`config.mk`:
```
export PLATFORM = sky130hd
export DESIGN_NAME = grid_raycast_column
export DESIGN_NICKNAME = d
export VERILOG_FILES = /design/src/design/grc_pkg.sv /design/src/design/grid_raycast_column.sv /design/src/design/grc_div.sv /design/src/design/grc_fifo.sv /design/src/design/grc_front.sv /design/src/design/grc_back.sv
export SDC_FILE = /design/constraint.sdc
export NUM_CORES = 2
export LEC_CHECK = 0
export ABC_AREA = 1
export BUFFER_PORTS_ARGS = -buffer_cell sky130_fd_sc_hd__buf_2
export CORE_AREA = 2 2 381 383
export CTS_BUF_LIST = sky130_fd_sc_hd__clkbuf_4 sky130_fd_sc_hd__clkbuf_8
export DETAILED_ROUTE_END_ITERATION = 7
export DIE_AREA = 0 0 383 385
export MAX_ROUTING_LAYER = met4
export PLACE_DENSITY = 0.68
export SYNTH_ARGS = -nofsm -noshare
export SYNTH_HDL_FRONTEND = slang
export SYNTH_SLANG_ARGS = --single-unit
```
`constraint.sdc`:
```
create_clock -name clk -period 9.83 [get_ports clk]
set_input_delay 0.4915 -clock clk [delete_from_list [all_inputs] [get_ports clk]]
set_output_delay 0.4915 -clock clk [all_outputs]
set_load 0.005 [all_outputs]
```
`src/design/grc_pkg.sv`:
```
// ----------------------------------------------------------------------------
// grc_pkg
// Shared constants and types of the grid column raycaster.
// ----------------------------------------------------------------------------
package grc_pkg;

	localparam int MAP_WIDTH        = 16;
	localparam int MAP_HEIGHT       = 16;
	localparam int SINE_TABLE_DEPTH = 1024;

	localparam int MAP_CELLS = MAP_WIDTH * MAP_HEIGHT;
	localparam int CELL_W    = $clog2(MAP_CELLS);

	localparam int STEP_Q8  = 26;
	localparam int CEIL_MAG = 2560;

	// Bhaskara denominator base 5*H^2 (H = table depth in doubled index units)
	localparam longint SIN_DEN_BASE = 5 * SINE_TABLE_DEPTH * SINE_TABLE_DEPTH;

	localparam int DIV_W     = 42;
	localparam int DIV_CNT_W = 6;

	localparam int FIFO_DEPTH = 4;
	localparam int FIFO_PTR_W = 2;

	localparam logic [2:0] CFG_POS_X         = 3'd0;
	localparam logic [2:0] CFG_POS_Y         = 3'd1;
	localparam logic [2:0] CFG_VIEW_ANGLE    = 3'd2;
	localparam logic [2:0] CFG_FIELD_OF_VIEW = 3'd3;
	localparam logic [2:0] CFG_VIEW_RADIUS   = 3'd4;
	localparam logic [2:0] CFG_SCREEN_WIDTH  = 3'd5;
	localparam logic [2:0] CFG_SCREEN_HEIGHT = 3'd6;

	localparam logic REQ_RENDER = 1'b0;
	localparam logic REQ_MAP    = 1'b1;

	typedef struct packed {
		logic [15:0] pos_x;
		logic [15:0] pos_y;
		logic [11:0] view_angle;
		logic [11:0] field_of_view;
		logic [15:0] view_radius;
		logic [10:0] screen_width;
		logic [8:0]  screen_height;
	} cfg_t;

	typedef struct packed {
		logic               req_type;
		logic [9:0]         column;
		logic [7:0]         cell_index;
		logic               cell_wall;
		logic signed [15:0] sine;
		logic signed [15:0] cosine;
	} job_t;

endpackage

```
`src/design/grid_raycast_column.sv`:
```
// ----------------------------------------------------------------------------
// grid_raycast_column
// Column raycaster over a one-bit wall map.
// ----------------------------------------------------------------------------
// Input channel (in_valid/in_stall): req_type 1 writes cell_index with
// cell_wall and gives no result; req_type 0 renders one column and gives one
// result on the output channel (out_valid/out_stall) with the ceiling row,
// floor row and Q8.8 wall distance. Items complete in order.
// Configuration: cfg_valid/cfg_ready write cfg_data into register cfg_index;
// cfg_ready is always high. Write only while the block is idle.
// Flow of a render: the front forms the angle, sine and cosine with three
// divisions in turn, then queues the job; the back marches in 26/256
// steps, up to view_radius/26 steps rounded up (158 at reset values), then
// runs the ceiling division and registers the result.
// The front takes no new item until its last render is queued; map writes
// go straight into the queue and are written when the back pops them.
// A four-entry queue separates front and back; while out_stall holds the
// result, the back may march on but waits before loading its next result,
// and the front keeps filling the queue. Reset loads the default registers;
// the back then clears all 256 map cells before it takes the first queued item.
// ----------------------------------------------------------------------------
module grid_raycast_column (
	input  logic               clk,
	input  logic               arst_n,
	input  logic               in_valid,
	output logic               in_stall,
	input  logic               req_type,
	input  logic [9:0]         column,
	input  logic [7:0]         cell_index,
	input  logic               cell_wall,
	output logic               out_valid,
	input  logic               out_stall,
	output logic [9:0]         out_column,
	output logic signed [12:0] ceiling_row,
	output logic signed [12:0] floor_row,
	output logic [15:0]        wall_distance,
	input  logic               cfg_valid,
	output logic               cfg_ready,
	input  logic [2:0]         cfg_index,
	input  logic [15:0]        cfg_data
);

	grc_pkg::cfg_t cfg_q;
	grc_pkg::job_t push_data;
	grc_pkg::job_t head;
	logic          push;
	logic          pop;
	logic          full;
	logic          empty;

	assign cfg_ready = 1'b1;

	always_ff @(posedge clk or negedge arst_n) begin
		if (!arst_n) begin
			cfg_q.pos_x         <= 16'd2048;
			cfg_q.pos_y         <= 16'd2048;
			cfg_q.view_angle    <= 12'd0;
			cfg_q.field_of_view <= 12'd512;
			cfg_q.view_radius   <= 16'd4096;
			cfg_q.screen_width  <= 11'd120;
			cfg_q.screen_height <= 9'd40;
		end else if (cfg_valid && cfg_ready) begin
			case (cfg_index)
				grc_pkg::CFG_POS_X:         cfg_q.pos_x         <= cfg_data;
				grc_pkg::CFG_POS_Y:         cfg_q.pos_y         <= cfg_data;
				grc_pkg::CFG_VIEW_ANGLE:    cfg_q.view_angle    <= cfg_data[11:0];
				grc_pkg::CFG_FIELD_OF_VIEW: cfg_q.field_of_view <= cfg_data[11:0];
				grc_pkg::CFG_VIEW_RADIUS:   cfg_q.view_radius   <= cfg_data;
				grc_pkg::CFG_SCREEN_WIDTH:  cfg_q.screen_width  <= cfg_data[10:0];
				grc_pkg::CFG_SCREEN_HEIGHT: cfg_q.screen_height <= cfg_data[8:0];
				default: ;
			endcase
		end
	end

	grc_front u_front (
		.clk        (clk),
		.arst_n     (arst_n),
		.cfg        (cfg_q),
		.in_valid   (in_valid),
		.in_stall   (in_stall),
		.req_type   (req_type),
		.column     (column),
		.cell_index (cell_index),
		.cell_wall  (cell_wall),
		.push       (push),
		.push_data  (push_data),
		.full       (full)
	);

	grc_fifo u_fifo (
		.clk       (clk),
		.arst_n    (arst_n),
		.push      (push),
		.push_data (push_data),
		.pop       (pop),
		.head      (head),
		.full      (full),
		.empty     (empty)
	);

	grc_back u_back (
		.clk           (clk),
		.arst_n        (arst_n),
		.cfg           (cfg_q),
		.head          (head),
		.empty         (empty),
		.pop           (pop),
		.out_valid     (out_valid),
		.out_stall     (out_stall),
		.out_column    (out_column),
		.ceiling_row   (ceiling_row),
		.floor_row     (floor_row),
		.wall_distance (wall_distance)
	);

endmodule

```
`src/design/grc_div.sv`:
```
// ----------------------------------------------------------------------------
// grc_div
// Unsigned restoring divider, one quotient bit per cycle.
// ----------------------------------------------------------------------------
module grc_div (
	input  logic                       clk,
	input  logic                       arst_n,
	input  logic                       start,
	input  logic [grc_pkg::DIV_W-1:0]  dividend,
	input  logic [grc_pkg::DIV_W-1:0]  divisor,
	output logic                       busy,
	output logic                       done,
	output logic [grc_pkg::DIV_W-1:0]  quotient
);

	logic [grc_pkg::DIV_W-1:0]     quo_q;
	logic [grc_pkg::DIV_W-1:0]     rem_q;
	logic [grc_pkg::DIV_W-1:0]     den_q;
	logic [grc_pkg::DIV_CNT_W-1:0] cnt_q;
	logic                          busy_q;
	logic                          done_q;
	logic [grc_pkg::DIV_W:0]       trial;
	logic [grc_pkg::DIV_W:0]       diff;
	logic                          ge;

	always_comb begin
		trial = {rem_q, quo_q[grc_pkg::DIV_W-1]};
		diff  = trial - {1'b0, den_q};
		ge    = trial >= {1'b0, den_q};
	end

	always_ff @(posedge clk or negedge arst_n) begin
		if (!arst_n) begin
			busy_q <= 1'b0;
			done_q <= 1'b0;
			cnt_q  <= '0;
		end else begin
			done_q <= 1'b0;
			if (start) begin
				busy_q <= 1'b1;
				cnt_q  <= grc_pkg::DIV_CNT_W'(grc_pkg::DIV_W);
			end else if (busy_q) begin
				cnt_q <= cnt_q - 1'b1;
				if (cnt_q == grc_pkg::DIV_CNT_W'(1)) begin
					busy_q <= 1'b0;
					done_q <= 1'b1;
				end
			end
		end
	end

	always_ff @(posedge clk) begin
		if (start) begin
			quo_q <= dividend;
			rem_q <= '0;
			den_q <= divisor;
		end else if (busy_q) begin
			quo_q <= {quo_q[grc_pkg::DIV_W-2:0], ge};
			rem_q <= ge ? diff[grc_pkg::DIV_W-1:0] : trial[grc_pkg::DIV_W-1:0];
		end
	end

	assign busy     = busy_q;
	assign done     = done_q;
	assign quotient = quo_q;

endmodule

```
`src/design/grc_fifo.sv`:
```
// ----------------------------------------------------------------------------
// grc_fifo
// Short job queue between the front and back parts, show-ahead head.
// ----------------------------------------------------------------------------
module grc_fifo (
	input  logic          clk,
	input  logic          arst_n,
	input  logic          push,
	input  grc_pkg::job_t push_data,
	input  logic          pop,
	output grc_pkg::job_t head,
	output logic          full,
	output logic          empty
);

	grc_pkg::job_t                 mem_q [grc_pkg::FIFO_DEPTH];
	logic [grc_pkg::FIFO_PTR_W-1:0] wr_q;
	logic [grc_pkg::FIFO_PTR_W-1:0] rd_q;
	logic [grc_pkg::FIFO_PTR_W:0]   cnt_q;

	assign full  = cnt_q == (grc_pkg::FIFO_PTR_W+1)'(grc_pkg::FIFO_DEPTH);
	assign empty = cnt_q == '0;
	assign head  = mem_q[rd_q];

	always_ff @(posedge clk or negedge arst_n) begin
		if (!arst_n) begin
			wr_q  <= '0;
			rd_q  <= '0;
			cnt_q <= '0;
		end else begin
			if (push) wr_q <= wr_q + 1'b1;
			if (pop) rd_q <= rd_q + 1'b1;
			if (push && !pop) cnt_q <= cnt_q + 1'b1;
			else if (pop && !push) cnt_q <= cnt_q - 1'b1;
		end
	end

	always_ff @(posedge clk) begin
		if (push) mem_q[wr_q] <= push_data;
	end

	a_no_push_full: assert property (@(posedge clk) disable iff (!arst_n) !(push && full))
		else $error("queue push while full");
	a_no_pop_empty: assert property (@(posedge clk) disable iff (!arst_n) !(pop && empty))
		else $error("queue pop while empty");
	a_cnt_range: assert property (@(posedge clk) disable iff (!arst_n)
		cnt_q <= (grc_pkg::FIFO_PTR_W+1)'(grc_pkg::FIFO_DEPTH))
		else $error("queue count out of range");

endmodule

```
`src/design/grc_front.sv`:
```
// ----------------------------------------------------------------------------
// grc_front
// Accepts items, forms the ray angle and its sine and cosine, queues jobs.
// ----------------------------------------------------------------------------
module grc_front (
	input  logic          clk,
	input  logic          arst_n,
	input  grc_pkg::cfg_t cfg,
	input  logic          in_valid,
	output logic          in_stall,
	input  logic          req_type,
	input  logic [9:0]    column,
	input  logic [7:0]    cell_index,
	input  logic          cell_wall,
	output logic          push,
	output grc_pkg::job_t push_data,
	input  logic          full
);

	typedef enum logic [2:0] {
		F_IDLE, F_QDIV, F_QWAIT, F_IDX, F_PROD, F_TDIV, F_TWAIT, F_PUSH
	} fstate_t;

	fstate_t                  state_q;
	logic                     phase_q;
	logic [9:0]               column_q;
	logic [11:0]              ang_q;
	logic [13:0]              u_q;
	logic                     neg_q;
	logic [23:0]              p_q;
	logic signed [15:0]       sine_q;
	logic signed [15:0]       cosine_q;

	logic                     accept;
	logic                     div_start;
	logic [grc_pkg::DIV_W-1:0] div_a;
	logic [grc_pkg::DIV_W-1:0] div_b;
	logic                     div_busy;
	logic                     div_done;
	logic [grc_pkg::DIV_W-1:0] div_q;
	logic [10:0]              w_eff;
	logic [11:0]              ang_sel;
	logic [24:0]              idx_prod;
	logic [13:0]              u_raw;
	logic [13:0]              u_fold;
	logic signed [15:0]       trig;

	assign accept   = in_valid && !in_stall;
	assign in_stall = (state_q != F_IDLE) || full;

	always_comb begin
		w_eff    = (cfg.screen_width == '0) ? 11'd1 : cfg.screen_width;
		ang_sel  = phase_q ? (ang_q + 12'd1024) : ang_q;
		idx_prod = 25'(ang_sel) * 25'(grc_pkg::SINE_TABLE_DEPTH);
		u_raw    = {idx_prod[24:12], 1'b0};
		u_fold   = (u_raw >= 14'(grc_pkg::SINE_TABLE_DEPTH))
			? u_raw - 14'(grc_pkg::SINE_TABLE_DEPTH) : u_raw;
		trig     = neg_q ? -$signed(div_q[15:0]) : $signed(div_q[15:0]);
		div_start = (state_q == F_QDIV) || (state_q == F_TDIV);
		if (state_q == F_QDIV) begin
			div_a = grc_pkg::DIV_W'(22'(column_q) * 22'(cfg.field_of_view));
			div_b = grc_pkg::DIV_W'(w_eff);
		end else begin
			div_a = {p_q, 18'b0};
			div_b = grc_pkg::DIV_W'(grc_pkg::SIN_DEN_BASE) - grc_pkg::DIV_W'({p_q, 2'b0});
		end
	end

	always_comb begin
		push = 1'b0;
		push_data.req_type   = req_type;
		push_data.column     = column;
		push_data.cell_index = cell_index;
		push_data.cell_wall  = cell_wall;
		push_data.sine       = '0;
		push_data.cosine     = '0;
		if (state_q == F_PUSH) begin
			push = !full;
			push_data.req_type = grc_pkg::REQ_RENDER;
			push_data.column   = column_q;
			push_data.sine     = sine_q;
			push_data.cosine   = cosine_q;
		end else if (accept && req_type == grc_pkg::REQ_MAP) begin
			push = 1'b1;
		end
	end

	always_ff @(posedge clk or negedge arst_n) begin
		if (!arst_n) begin
			state_q <= F_IDLE;
			phase_q <= 1'b0;
		end else begin
			case (state_q)
				F_IDLE: begin
					if (accept && req_type == grc_pkg::REQ_RENDER) begin
						column_q <= column;
						phase_q  <= 1'b0;
						state_q  <= F_QDIV;
					end
				end
				F_QDIV: state_q <= F_QWAIT;
				F_QWAIT: begin
					if (div_done) begin
						ang_q   <= cfg.view_angle - cfg.field_of_view[11:1] + div_q[11:0];
						state_q <= F_IDX;
					end
				end
				F_IDX: begin
					u_q     <= u_fold;
					neg_q   <= u_raw >= 14'(grc_pkg::SINE_TABLE_DEPTH);
					state_q <= F_PROD;
				end
				F_PROD: begin
					p_q     <= 24'(28'(u_q) * 28'(14'(grc_pkg::SINE_TABLE_DEPTH) - u_q));
					state_q <= F_TDIV;
				end
				F_TDIV: state_q <= F_TWAIT;
				F_TWAIT: begin
					if (div_done) begin
						if (!phase_q) begin
							sine_q  <= trig;
							phase_q <= 1'b1;
							state_q <= F_IDX;
						end else begin
							cosine_q <= trig;
							state_q  <= F_PUSH;
						end
					end
				end
				F_PUSH: if (!full) state_q <= F_IDLE;
				default: state_q <= F_IDLE;
			endcase
		end
	end

	grc_div u_div (
		.clk      (clk),
		.arst_n   (arst_n),
		.start    (div_start),
		.dividend (div_a),
		.divisor  (div_b),
		.busy     (div_busy),
		.done     (div_done),
		.quotient (div_q)
	);

	a_div_idle_start: assert property (@(posedge clk) disable iff (!arst_n)
		div_start |-> !div_busy)
		else $error("front divider restarted while busy");
	a_wait_busy: assert property (@(posedge clk) disable iff (!arst_n)
		(state_q == F_QDIV) |=> div_busy)
		else $error("front divider did not start");
	a_idle_no_div: assert property (@(posedge clk) disable iff (!arst_n)
		(state_q == F_IDLE) |-> !div_busy)
		else $error("front divider busy while idle");

endmodule

```
`src/design/grc_back.sv`:
```
// ----------------------------------------------------------------------------
// grc_back
// Owns the wall map, marches rays and computes the column span.
// ----------------------------------------------------------------------------
module grc_back (
	input  logic               clk,
	input  logic               arst_n,
	input  grc_pkg::cfg_t      cfg,
	input  grc_pkg::job_t      head,
	input  logic               empty,
	output logic               pop,
	output logic               out_valid,
	input  logic               out_stall,
	output logic [9:0]         out_column,
	output logic signed [12:0] ceiling_row,
	output logic signed [12:0] floor_row,
	output logic [15:0]        wall_distance
);

	typedef enum logic [3:0] {
		B_CLR, B_IDLE, B_MARCH, B_TEST, B_SAT, B_MUL, B_DIV, B_WAIT, B_RES
	} bstate_t;

	bstate_t                   state_q;
	logic                      map_q [grc_pkg::MAP_CELLS];
	logic [grc_pkg::CELL_W-1:0] clr_q;
	logic                      wall_q;
	logic                      leave_q;
	logic [9:0]                column_q;
	logic signed [32:0]        acc_x_q;
	logic signed [32:0]        acc_y_q;
	logic signed [32:0]        stp_x_q;
	logic signed [32:0]        stp_y_q;
	logic [16:0]               dist_q;
	logic [15:0]               dist_s_q;
	logic signed [26:0]        num_q;
	logic                      zero_q;
	logic                      out_valid_q;

	logic signed [32:0]        sx;
	logic signed [32:0]        sy;
	logic signed [32:0]        ax_n;
	logic signed [32:0]        ay_n;
	logic [16:0]               dist_n;
	logic                      out_x;
	logic                      out_y;
	logic [10:0]               cx;
	logic [10:0]               cy;
	logic [grc_pkg::CELL_W-1:0] cidx;
	logic                      map_we;
	logic [grc_pkg::CELL_W-1:0] map_wa;
	logic                      map_wd;
	logic                      can_load;
	logic                      res_load;
	logic                      div_start;
	logic                      div_busy;
	logic                      div_done;
	logic [grc_pkg::DIV_W-1:0] div_a;
	logic [grc_pkg::DIV_W-1:0] div_b;
	logic [grc_pkg::DIV_W-1:0] div_q;
	logic signed [12:0]        ceil_c;

	assign pop = (state_q == B_IDLE) && !empty;

	always_comb begin
		sx     = 33'(head.sine);
		sy     = 33'(head.cosine);
		dist_n = dist_q + 17'(grc_pkg::STEP_Q8);
		ax_n   = acc_x_q + stp_x_q;
		ay_n   = acc_y_q + stp_y_q;
		out_x  = (ax_n < -33'sd4194303) ||
			(!ax_n[32] && ax_n[32:22] >= 11'(grc_pkg::MAP_WIDTH));
		out_y  = (ay_n < -33'sd4194303) ||
			(!ay_n[32] && ay_n[32:22] >= 11'(grc_pkg::MAP_HEIGHT));
		cx     = ax_n[32] ? 11'd0 : ax_n[32:22];
		cy     = ay_n[32] ? 11'd0 : ay_n[32:22];
		cidx   = grc_pkg::CELL_W'(17'(cy) * 17'(grc_pkg::MAP_WIDTH) + 17'(cx));
		map_we = (state_q == B_CLR) ||
			(pop && head.req_type == grc_pkg::REQ_MAP &&
			9'(head.cell_index) < 9'(grc_pkg::MAP_CELLS));
		map_wa = (state_q == B_CLR) ? clr_q : grc_pkg::CELL_W'(head.cell_index);
		map_wd = (state_q == B_CLR) ? 1'b0 : head.cell_wall;
		can_load = !out_valid_q || !out_stall;
		res_load = (state_q == B_RES) && can_load;
		div_start = state_q == B_DIV;
		div_a  = grc_pkg::DIV_W'(num_q[26] ? -num_q : num_q);
		div_b  = grc_pkg::DIV_W'({dist_s_q, 1'b0});
		if (zero_q) begin
			ceil_c = -13'sd2560;
		end else if (num_q[26]) begin
			ceil_c = (div_q > grc_pkg::DIV_W'(grc_pkg::CEIL_MAG))
				? -13'sd2560 : -$signed(div_q[12:0]);
		end else begin
			ceil_c = $signed(div_q[12:0]);
		end
	end

	always_ff @(posedge clk) begin
		if (map_we) map_q[map_wa] <= map_wd;
		wall_q <= map_q[cidx];
	end

	always_ff @(posedge clk or negedge arst_n) begin
		if (!arst_n) begin
			state_q     <= B_CLR;
			clr_q       <= '0;
			out_valid_q <= 1'b0;
		end else begin
			if (res_load) out_valid_q <= 1'b1;
			else if (!out_stall) out_valid_q <= 1'b0;
			case (state_q)
				B_CLR: begin
					clr_q <= clr_q + 1'b1;
					if (clr_q == grc_pkg::CELL_W'(grc_pkg::MAP_CELLS - 1))
						state_q <= B_IDLE;
				end
				B_IDLE: begin
					if (!empty && head.req_type == grc_pkg::REQ_RENDER) begin
						column_q <= head.column;
						acc_x_q  <= {3'b0, cfg.pos_x, 14'b0};
						acc_y_q  <= {3'b0, cfg.pos_y, 14'b0};
						stp_x_q  <= (sx <<< 4) + (sx <<< 3) + (sx <<< 1);
						stp_y_q  <= (sy <<< 4) + (sy <<< 3) + (sy <<< 1);
						dist_q   <= '0;
						state_q  <= B_MARCH;
					end
				end
				B_MARCH: begin
					if (dist_q >= 17'(cfg.view_radius)) begin
						dist_q  <= 17'(cfg.view_radius);
						state_q <= B_SAT;
					end else begin
						dist_q  <= dist_n;
						acc_x_q <= ax_n;
						acc_y_q <= ay_n;
						leave_q <= out_x || out_y;
						state_q <= B_TEST;
					end
				end
				B_TEST: begin
					if (leave_q) begin
						dist_q  <= 17'(cfg.view_radius);
						state_q <= B_SAT;
					end else if (wall_q) begin
						state_q <= B_SAT;
					end else begin
						state_q <= B_MARCH;
					end
				end
				B_SAT: begin
					dist_s_q <= dist_q[16] ? 16'hFFFF : dist_q[15:0];
					state_q  <= B_MUL;
				end
				B_MUL: begin
					num_q   <= 27'(25'(cfg.screen_height) * 25'(dist_s_q))
						- 27'({cfg.screen_height, 9'b0});
					zero_q  <= dist_s_q == '0;
					state_q <= (dist_s_q == '0) ? B_RES : B_DIV;
				end
				B_DIV: state_q <= B_WAIT;
				B_WAIT: if (div_done) state_q <= B_RES;
				B_RES: begin
					if (can_load) state_q <= B_IDLE;
				end
				default: state_q <= B_IDLE;
			endcase
		end
	end

	always_ff @(posedge clk) begin
		if (res_load) begin
			out_column    <= column_q;
			ceiling_row   <= ceil_c;
			floor_row     <= $signed(13'(cfg.screen_height)) - ceil_c;
			wall_distance <= dist_s_q;
		end
	end

	assign out_valid = out_valid_q;

	grc_div u_div (
		.clk      (clk),
		.arst_n   (arst_n),
		.start    (div_start),
		.dividend (div_a),
		.divisor  (div_b),
		.busy     (div_busy),
		.done     (div_done),
		.quotient (div_q)
	);

	a_march_bound: assert property (@(posedge clk) disable iff (!arst_n)
		(state_q == B_MARCH) |-> (dist_q < 17'(cfg.view_radius) + 17'(grc_pkg::STEP_Q8)))
		else $error("march ran past radius");
	a_div_start: assert property (@(posedge clk) disable iff (!arst_n)
		div_start |-> !div_busy)
		else $error("back divider restarted while busy");
	a_pop_idle: assert property (@(posedge clk) disable iff (!arst_n)
		pop |=> (state_q == B_IDLE || state_q == B_MARCH))
		else $error("unexpected state after pop");

endmodule
```
==> impl_metrics.yaml <==
clocking:
  path_clk_slew_ns: 0.07
  cts-root-buf: "clkbuf_8"
  numCtsBuffers: 188
  cts_sinks: 1120
  holdBufCountCts: 26
  htreeDepth: 4
  cts_tree: "done"
  cts_resized: 0
  clk_path_buf_depth: 3
  post-cts-setup-buffer-count: 0
  clkLatencyLatePin_ns: 0.95
timing:
  maxSlewHeadroom_pct: 14.7
  post-route-period-util_pct: 77.3
  tns_ns: 0
  finClkSkew_ns: 0.0507
  fin_crit_ns: 7.60
  worst_pin_slew_ns: 1.27
  finalSetupViolCount: 0
  drv_slew: 0
  grt_setup_unrepaired: "false"
  final-hold-violation-count: 0
  max_freq_mhz: 132
place:
  hpwl_mm: 120
  port-buffer-count: 97
  place.gp.congestion: 0.921
finish:
  drive_above_1_share_pct: 7.00
  area_growth_pct: 8.86
  fill_cells: 12700
  nNetsFinal: 8583
  layout.area.seq_mm2: 0.0321
  multi_input_area_mm2: 0.0336
grt:
  grt_max_degree: 132
  grt_pass1_vias: 52600
  overflow: 0
  antenna_found_initial: 7
  grt_usage_pct: 24.5
  grt_pass1_wl_mm: 279
die:
  initial_core_util_pct: 49.7
  row_count: 139
  die_width_um: 383
  io_pins: 99
  dieHeight_um: 385
  die-area_mm2: 0.147
  core_mm2: 0.143
route:
  first_pass_iters: 6
  wl_mm: 174
  drc_errors: 0
  antenna_left: 0
  wl_per_cell_um: 17.7
  drtIter0Drc: 4620
  routed_via_density: 5.39
  vias: 52900
synthesis:
  synthesis.area_mm2: 0.0712
  ys_seq_area_share_pct: 45.2
  syn_avg_cell_area_um2: 9.27
  synthCells: 7672
  ys_async_sr_fraction_pct: 11.8
  yosysMostFrequentCell: "nand2_1"
  ys_types: 72
  synth_common_cells: "1349 x nand2_1, 1128 x inv_1, 903 x edfxtp_1, 880 x nor2_1, 501 x o21ai_0"
  synth.top_cell.area_share_pct: 38.1
  yosysWarningCount: 0
  yosysTopAreaCell: "edfxtp_1"
  synthTopCellsByArea: "edfxtp_1 38%, fa_1 10%, ha_1 7.3%"
  synth_edf_count: 903
  synth-seq-cells: 1120
  ys.flop_type: "edfxtp_1"
setup_path:
  arrival_ns: 8.25
  worst-r2r-setup-slack_ns: 2.23
  start_kind: "flip-flop"
  worstRegToRegCells: 29
  worstPathRequired_ns: 10.49
  rr_endpoint: "u_front.p_q[23]"
  endpoint_kind: "flip-flop"
  cp_slowest_cell: "edfxtp_1"
  worstReg2RegStart: "u_front.u_q[1]"
  crit_path_max_fanout: 23
  critPathKind: "flip-flop to flip-flop"
  cpPeakStageDelay_ns: 0.87
worst_hold_path:
  hp-start: "cfg_data[11]"
  min_path_cells: 3
  hp-class: "primary input to flip-flop"
  whs_endpoint: "cfg_q[71]"
status:
  status: "completed"
flow_run:
  maxCapViolCount: 0
[stage by stage]
step / utilization [%] / area [um^2] / hold WS, ns / setup WS [ns] / instances
after floorplan: - / 71300 / 0.196 / 0.200 / 7698
after global placement: 51.2 / 73200 / 0.403 / 2.23 / 9451
after detailed placement: 51.2 / 73200 / 0.405 / 2.19 / 9451
after CTS: 54.1 / 77500 / 0.0121 / 2.18 / 9817
after global routing: 54.1 / 77500 / 0.0645 / 1.80 / 9819
final: 54.1 / 77500 / 0.107 / 2.23 / 9819
[cell families (layout without fill, tap and decap cells)]
family / Yosys count / in the layout / synth area share [%]
muxes: 1 / 1 / 0.0158
adders and majority gates: 775 / 775 / 17.4
and+or+nand+nor: 2941 / 2941 / 17.1
xor gates and xnor gates: 304 / 304 / 3.75
buffers and inverters: 1429 / 1645 / 7.88
other: 2 / 30 / 0.0106
DFF: 1120 / 1120 / 45.2
AOI/OAI and AO/OA: 1100 / 1100 / 8.62
[worst max-delay path, delay by kind of cell, from the launching register on]
family                     cells  cell delay [ns]
adders and majority gates      9             3.89
AOI/OAI and AO/OA              9             1.57
xor gates and xnor gates       1             0.07
buffers and inverters          5             0.41
and+or+nand+nor                5             0.50
DFF                            1             0.87
[layout make-up]
type | count | share of cell area (%)
Multi-Input combinational cell | 5149 | 43.4
Tap cell | 1903 | 3.07
Inverter | 1137 | 5.51
Clock buffer | 265 | 4.15
Antenna cell | 2 | 0.00646
Timing Repair Buffer | 168 | 1.41
Sequential cell | 1120 | 41.5
Clock inverter | 75 | 0.947
[layer usage]
metal / vias up / wire [um] / global-route usage, %
met5: - / 0 / -
met4: 0 / 4330 / 7.47
met3: 301 / 11400 / 3.56
met2: 1623 / 81000 / 39.0
met1: 25500 / 77100 / 32.6
li1: 25400 / - / -
[worst max-delay path by stage]
stage | start | endpoint | slack [ns] | depth (start not counted)
CTS | u_front.u_q[1] | u_front.p_q[23] | 2.18 | 29
detailed placement | u_front.u_q[1] | u_front.p_q[23] | 2.19 | 29
global route | u_front.u_q[1] | u_front.p_q[23] | 1.80 | 29
floorplan | u_fifo.rd_q[0] | u_back.map_q[0] | 0.20 | 7
finish | u_front.u_q[1] | u_front.p_q[23] | 2.23 | 29
global placement | u_front.u_q[1] | u_front.p_q[23] | 2.23 | 29
[cell usage in the layout, fill, tap and decap left out, types with 80 or more instances in the layout]
| cell type | instances |
|---|---|
| nor2_1 | 868 |
| nand2_1 | 1348 |
| a21oi_1 | 311 |
| o21ai_0 | 501 |
| inv_1 | 1125 |
| o22ai_1 | 80 |
| edfxtp_1 | 903 |
| buf_2 | 96 |
| dfrtp_1 | 121 |
| xnor2_1 | 110 |
| dfxtp_1 | 85 |
| clkbuf_8 | 196 |
| fa_1 | 360 |
| xor2_1 | 193 |
| ha_1 | 414 |
| nand3_1 | 496 |
[registers in the layout (all words and copies together), names as in the netlist, 22 cells and up]
signal and flops:
u_back.map_q 256, u_front.p_q 22, u_back.num_q 26, u_back.u_div.rem_q 42, u_front.u_div.rem_q 42, u_front.u_div.den_q 27, u_fifo.mem_q 208, cfg_q 92
u_back.acc_x_q 32, u_front.u_div.quotient 42, u_back.u_div.quotient 42, u_back.acc_y_q 32
Power is left out: the tool's default activity adds up to more than one toggle a clock period on the data nets, which glitch-free logic cannot reach.
